==> src/hw/rtl/xy_position_pid_with_reference_model_top_defines.svh <==
// assertion macros shared by the xy position controller
`ifndef XY_POSITION_PID_WITH_REFERENCE_MODEL_TOP_DEFINES_SVH
`define XY_POSITION_PID_WITH_REFERENCE_MODEL_TOP_DEFINES_SVH

`ifndef SYNTHESIS

// property must hold at every rising clock edge outside reset
`define XYPID_ASSERT(name, clk, rst_n, prop) \
  name: assert property (@(posedge clk) disable iff (!rst_n) (prop)) \
    else $error("xypid check failed");

// condition must never be true outside reset
`define XYPID_NEVER(name, clk, rst_n, cond) \
  `XYPID_ASSERT(name, clk, rst_n, !(cond))

`else

`define XYPID_ASSERT(name, clk, rst_n, prop)
`define XYPID_NEVER(name, clk, rst_n, cond)

`endif

`endif

==> src/hw/rtl/xypid_pkg.sv <==
package xypid_pkg;

  localparam int unsigned DataW    = 32;
  localparam int unsigned GainW    = 24;
  localparam int unsigned TsW      = 16;
  localparam int unsigned CfgIdxW  = 3;
  localparam int unsigned CfgDataW = 32;
  localparam int unsigned NumAxes  = 2;
  // signed data times gain with a zero sign bit in front
  localparam int unsigned ProdW    = DataW + GainW + 1;
  // up to four data terms summed exactly
  localparam int unsigned SumW     = DataW + 2;

  // register indexes
  localparam logic [CfgIdxW-1:0] RegRefKp    = 3'd0;
  localparam logic [CfgIdxW-1:0] RegRefKd    = 3'd1;
  localparam logic [CfgIdxW-1:0] RegPidKp    = 3'd2;
  localparam logic [CfgIdxW-1:0] RegPidKi    = 3'd3;
  localparam logic [CfgIdxW-1:0] RegPidKd    = 3'd4;
  localparam logic [CfgIdxW-1:0] RegTimeStep = 3'd5;

  // register reset values
  localparam logic [GainW-1:0] RefKpRst    = 24'd65536;
  localparam logic [GainW-1:0] RefKdRst    = 24'd65536;
  localparam logic [GainW-1:0] PidKpRst    = 24'd65536;
  localparam logic [GainW-1:0] PidKiRst    = 24'd0;
  localparam logic [GainW-1:0] PidKdRst    = 24'd0;
  localparam logic [TsW-1:0]   TimeStepRst = 16'd655;

  typedef enum logic [3:0] {
    ST_IDLE,
    ST_EREF,
    ST_M1,
    ST_M2,
    ST_ACC,
    ST_M3,
    ST_VEL,
    ST_M4,
    ST_POS,
    ST_ERR,
    ST_M5,
    ST_M6,
    ST_M7,
    ST_INT,
    ST_FIN
  } xypid_state_e;

  // multiplier operand pairs
  typedef enum logic [2:0] {
    MUL_EREF_RKP,
    MUL_VEL_RKD,
    MUL_ACC_TS,
    MUL_VEL_TS,
    MUL_ERR_KI,
    MUL_ERR_KP,
    MUL_TMP_TS,
    MUL_DERR_KD
  } xypid_mul_e;

  typedef struct packed {
    logic       ld_in;
    logic       ld_eref;
    logic       mul_en;
    xypid_mul_e mul_sel;
    logic       ld_tmp;
    logic       ld_acc;
    logic       upd_vel;
    logic       upd_pos;
    logic       ld_err;
    logic       ld_sum;
    logic       upd_integ;
    logic       ld_res;
  } xypid_cmd_t;

  function automatic logic signed [SumW-1:0] ext_sum(input logic signed [DataW-1:0] v);
    return {{(SumW-DataW){v[DataW-1]}}, v};
  endfunction

  // clamp a wide sum to the signed data range
  function automatic logic signed [DataW-1:0] sat_data(input logic signed [SumW-1:0] v);
    logic [SumW-DataW:0] top;
    top = v[SumW-1:DataW-1];
    if ((&top) || !(|top)) begin
      return v[DataW-1:0];
    end else if (v[SumW-1]) begin
      return {1'b1, {(DataW-1){1'b0}}};
    end else begin
      return {1'b0, {(DataW-1){1'b1}}};
    end
  endfunction

endpackage

==> src/hw/rtl/xypid_ctrl.sv <==
`include "xy_position_pid_with_reference_model_top_defines.svh"

module xypid_ctrl import xypid_pkg::*; (
  input  logic       clk_i,
  input  logic       rst_ni,
  input  logic       in_valid_i,
  output logic       in_ready_o,
  output logic       out_valid_o,
  input  logic       out_ready_i,
  output xypid_cmd_t cmd_o
);

  xypid_state_e state_q, state_d;
  logic         out_valid_q, out_valid_d;

  always_ff @(posedge clk_i or negedge rst_ni) begin
    if (!rst_ni) begin
      state_q     <= ST_IDLE;
      out_valid_q <= 1'b0;
    end else begin
      state_q     <= state_d;
      out_valid_q <= out_valid_d;
    end
  end

  always_comb begin
    state_d     = state_q;
    cmd_o       = '0;
    in_ready_o  = 1'b0;
    out_valid_d = out_valid_q;
    if (out_valid_q && out_ready_i) begin
      out_valid_d = 1'b0;
    end
    unique case (state_q)
      ST_IDLE: begin
        in_ready_o = 1'b1;
        if (in_valid_i) begin
          cmd_o.ld_in = 1'b1;
          state_d     = ST_EREF;
        end
      end
      ST_EREF: begin
        cmd_o.ld_eref = 1'b1;
        state_d       = ST_M1;
      end
      ST_M1: begin
        cmd_o.mul_en  = 1'b1;
        cmd_o.mul_sel = MUL_EREF_RKP;
        state_d       = ST_M2;
      end
      ST_M2: begin
        cmd_o.ld_tmp  = 1'b1;
        cmd_o.mul_en  = 1'b1;
        cmd_o.mul_sel = MUL_VEL_RKD;
        state_d       = ST_ACC;
      end
      ST_ACC: begin
        cmd_o.ld_acc = 1'b1;
        state_d      = ST_M3;
      end
      ST_M3: begin
        cmd_o.mul_en  = 1'b1;
        cmd_o.mul_sel = MUL_ACC_TS;
        state_d       = ST_VEL;
      end
      ST_VEL: begin
        cmd_o.upd_vel = 1'b1;
        state_d       = ST_M4;
      end
      ST_M4: begin
        cmd_o.mul_en  = 1'b1;
        cmd_o.mul_sel = MUL_VEL_TS;
        state_d       = ST_POS;
      end
      ST_POS: begin
        cmd_o.upd_pos = 1'b1;
        state_d       = ST_ERR;
      end
      ST_ERR: begin
        cmd_o.ld_err = 1'b1;
        state_d      = ST_M5;
      end
      ST_M5: begin
        cmd_o.mul_en  = 1'b1;
        cmd_o.mul_sel = MUL_ERR_KI;
        state_d       = ST_M6;
      end
      ST_M6: begin
        cmd_o.ld_tmp  = 1'b1;
        cmd_o.mul_en  = 1'b1;
        cmd_o.mul_sel = MUL_ERR_KP;
        state_d       = ST_M7;
      end
      ST_M7: begin
        cmd_o.ld_sum  = 1'b1;
        cmd_o.mul_en  = 1'b1;
        cmd_o.mul_sel = MUL_TMP_TS;
        state_d       = ST_INT;
      end
      ST_INT: begin
        cmd_o.upd_integ = 1'b1;
        cmd_o.mul_en    = 1'b1;
        cmd_o.mul_sel   = MUL_DERR_KD;
        state_d         = ST_FIN;
      end
      ST_FIN: begin
        // wait here until the output register is free
        if (!out_valid_q || out_ready_i) begin
          cmd_o.ld_res = 1'b1;
          out_valid_d  = 1'b1;
          state_d      = ST_IDLE;
        end
      end
      default: begin
        state_d = ST_IDLE;
      end
    endcase
  end

  assign out_valid_o = out_valid_q;

  `XYPID_ASSERT(a_res_slot_free, clk_i, rst_ni, cmd_o.ld_res |-> (!out_valid_q || out_ready_i))
  `XYPID_ASSERT(a_accept_starts, clk_i, rst_ni, (in_valid_i && in_ready_o) |=> state_q == ST_EREF)
  `XYPID_ASSERT(a_valid_from_fin, clk_i, rst_ni, $rose(out_valid_q) |-> $past(state_q) == ST_FIN)
  `XYPID_NEVER(a_no_accept_on_res, clk_i, rst_ni, in_ready_o && cmd_o.ld_res)

endmodule

==> config.mk <==
export PLATFORM = sky130hd
export DESIGN_NAME = xypid_ctrl
export DESIGN_NICKNAME = d
export VERILOG_FILES = /design/src/hw/rtl/xypid_pkg.sv /design/src/hw/rtl/xypid_ctrl.sv
export VERILOG_INCLUDE_DIRS = /design/src /design/src/hw/rtl
export SDC_FILE = /design/constraint.sdc
export NUM_CORES = 1
export LEC_CHECK = 0
export BUFFER_PORTS_ARGS = -buffer_cell sky130_fd_sc_hd__buf_2
export CAP_MARGIN = 0
export CORE_AREA = 2 2 39 41
export CTS_CLUSTER_SIZE = 24
export DETAILED_ROUTE_END_ITERATION = 10
export DIE_AREA = 0 0 41 43
export GPL_TIMING_DRIVEN = 0
export HOLD_SLACK_MARGIN = 0.02
export PLACE_DENSITY = 0.6
export SLEW_MARGIN = 25
export SYNTH_ARGS = -nofsm -noshare
export SYNTH_HDL_FRONTEND = slang
export SYNTH_SLANG_ARGS = --single-unit
==> constraint.sdc <==
create_clock -name clk_i -period 3.9 [get_ports clk_i]
set_clock_uncertainty 0.15 [all_clocks]
set_input_delay 0.78 -clock clk_i [delete_from_list [all_inputs] [get_ports clk_i]]
set_output_delay 0.78 -clock clk_i [all_outputs]
set_load 0.02 [all_outputs]
==> run_results.csv <==
group,metric,value,unit
die,ios,20,
yosys,synth.top_cell.area_share,31.0,%
grt,grt_max_degree,11,
timing,period_share,59.2,%
job,max_cap_viol_count,0,
yosys,synth_enable_flop_cells,0,
clocking,cts_buffer_depth,2,
power,max-vdd-ir-drop,0.266,mV
finish,antenna_cells,0,
timing,rsz0062_at_grt,"no",
clocking,htree_levels,1,
grt,track_usage,12.8,%
placement,pre_cts_slack,1.60,ns
timing,setup_violations,0,
clocking,numCtsBuffers,3,
yosys,synth_area_leaders,"dfrtp_1 31%, nand2b_1 9.3%, nor3_1 6.2%, buf_6 5.6%, nor2_1 5.6%",
power,power.switching,0.256,mW
power,cellPowerDensity,932,nW/µm²
power,intPower,0.253,mW
placement,place_congestion,0.701,
drt,antenna_left,0,
clocking,clock_sinks,5,
yosys,ys_seq_area_share,31.0,%
yosys,syn_area,404,µm²
yosys,ys.flop_type,"dfrtp_1",
setup_path,critical_path_class,"register to primary output",
die,rows,14,
yosys,syn_nets,54,
setup_path,r2r_slack,2.71,ns
grt,grt_pass1_vias,379,
power,sequentialPowerShare,19.0,%
finish,drive_above_1_share,39.7,%
grt,antenna_found_initial,0,
power,clockPowerShare,12.0,%
outcome,status,"finished clean",
setup_path,crit_arrival,1.38,ns
setup_path,startpoint_type,"register",
die,start_util,29.2,%
finish,nets,78,
timing,slew_violations,0,
clocking,clk_pin_slew,0.04,ns
drt,drt_pass1_iterations,4,
drt,drc,0,
clocking,cts_setup_buffers,0,
drt,avgViaCountPerCell,4.78,
timing,hold_viol,0,
yosys,ys_ff_latch,5,
timing,max-slew-margin-rel,81.3,%
timing,worst_slack,1.59,ns
timing,period_needed,2.31,ns
clocking,cts_root_buffer,"clkbuf_4",
timing,max_freq,433,MHz
timing,worstMarginPinSlew,0.280,ns
setup_path,critPathRequiredTime,2.97,ns
die,die_width,41,µm
yosys,yosysWarnings,0,
power,leakagePower,0.272,nW
grt,grt-ovfl-total,0,
finish,area_growth,35.0,%
die,die_y,43,µm
yosys,ys_types,24,
die,fp.dieArea,1760,µm²
drt,vias,425,
yosys,avgSynthCellArea,8.08,µm²
power,p_sw_share,50.3,%
setup_path,cp-end-kind,"primary output",
power,p_comb_share,69.0,%
yosys,syn_inst,50,
clocking,cts_tree,"yes",
timing,fin_setup_tns,0,ns
clocking,hold_buffers,0,
clocking,post_cts_resized,0,
drt,routedWlPerCell,10.4,µm
clocking,clk_latency,0.24,ns
grt,grt_pass1_wl,1.56,mm
finish,n_fill_cell,143,
drt,first_iter_violations,7,
yosys,synth_area_leader_cell,"dfrtp_1",
yosys,postSynth.asyncResetShare,100,%
drt,wirelength,924,µm
die,core,1380,µm²
yosys,yosys-top-cells-count,"6 x nand2b_1, 6 x nor2_1, 5 x dfrtp_1, 5 x nor3_1",
placement,dp_hpwl,701,µm
placement,io_buffers,19,
worst_hold_path,hold_path_class,"input pin to async pin",
setup_path,cp_max_fo,10,
logic make-up (layout without fill, tap and decap cells):
logic type             after synthesis  after routing  share of synthesized area [%]
AO/OA/AOI/OAI                       10             10                           16.1
buffers and inverters                5             28                           10.5
XOR/XNOR                             2              2                           4.34
flip-flops                           5              5                           31.0
AND/OR/NAND/NOR                     28             28                           38.1
layout by cell type (no fill, tap or decap), drive strengths merged:
master,netlist,layout
a21boi,1,1
a311oi,1,1
a31oi,1,1
and2,3,3
buf,5,24
clkbuf,0,4
dfrtp,5,5
nand2,4,4
nand2b,6,6
nor2,6,6
nor2b,1,1
nor3,5,5
nor3b,1,1
nor4,2,2
o211ai,1,1
o21a,1,1
o21ai,4,4
o21bai,1,1
xnor2,1,1
xor2,1,1
power by group through the flow:
stage	Sequential (mW)	Combinational, mW	Clock, mW
5_1_grt	0.100	0.388	0.0653
3_3_place_gp	0.0973	0.350	0
2_1_floorplan	0.0960	0.266	0
6_report	0.0966	0.351	0.0608
3_5_place_dp	0.0976	0.350	0
4_1_cts	0.0967	0.351	0.0612
layer usage:
layer	track usage (%)	up-vias	part of all wire, %
met5	0	-	0
met4	8.00	0	2.9
met3	1.57	4	4.9
met2	18.4	14	43
met1	17.3	190	49
li1	-	217	-
worst paths after layout:
| check | depth (start not counted) | startpoint | endpoint |
|---|---|---|---|
| worst max-delay path | 4 | state_q[0] | cmd_o[0] |
| worst min-delay path | 1 | rst_ni | out_valid_o |
| worst max register to register | 3 | state_q[3] | state_q[0] |
| worst min register to register | 2 | state_q[0] | state_q[3] |
| max in group asynchronous | 1 | rst_ni | state_q[1] |
| min in group clk_i | 2 | state_q[0] | state_q[3] |
cell type report:
class	count	area, µm²	share of cell area (%)
plain buffers	5	42.5	7.80
well taps	16	20.0	3.67
repair buffers	19	95.1	17.4
multi-input cells	40	236	43.3
clock buffers	4	26.3	4.82
flip-flops and latches	5	125	22.9
stage by stage:
stage	util, %	hold WS [ns]	std cells	cell area (µm²)	power [mW]
final	39.4	0.190	89	546	0.508
after global routing	39.4	0.201	89	546	0.554
after CTS	39.4	0.193	89	546	0.509
after detailed placement	37.5	0.449	85	519	0.447
after global placement	37.5	0.450	85	519	0.447
after floorplan	-	0.334	50	404	0.362
state kept, by name, indices dropped and copies added, names as in the netlist:
| signal | flops |
|---|---|
| out_valid_o | 1 |
| state_q | 4 |
critical path, cell delays in order, from the launching register on:
cell      delay (ns)
dfrtp_1         0.39
buf_2           0.19
nand2b_1        0.20
nor3_1          0.17
buf_2           0.19
Note: power is estimated with default switching activity, not from simulation.
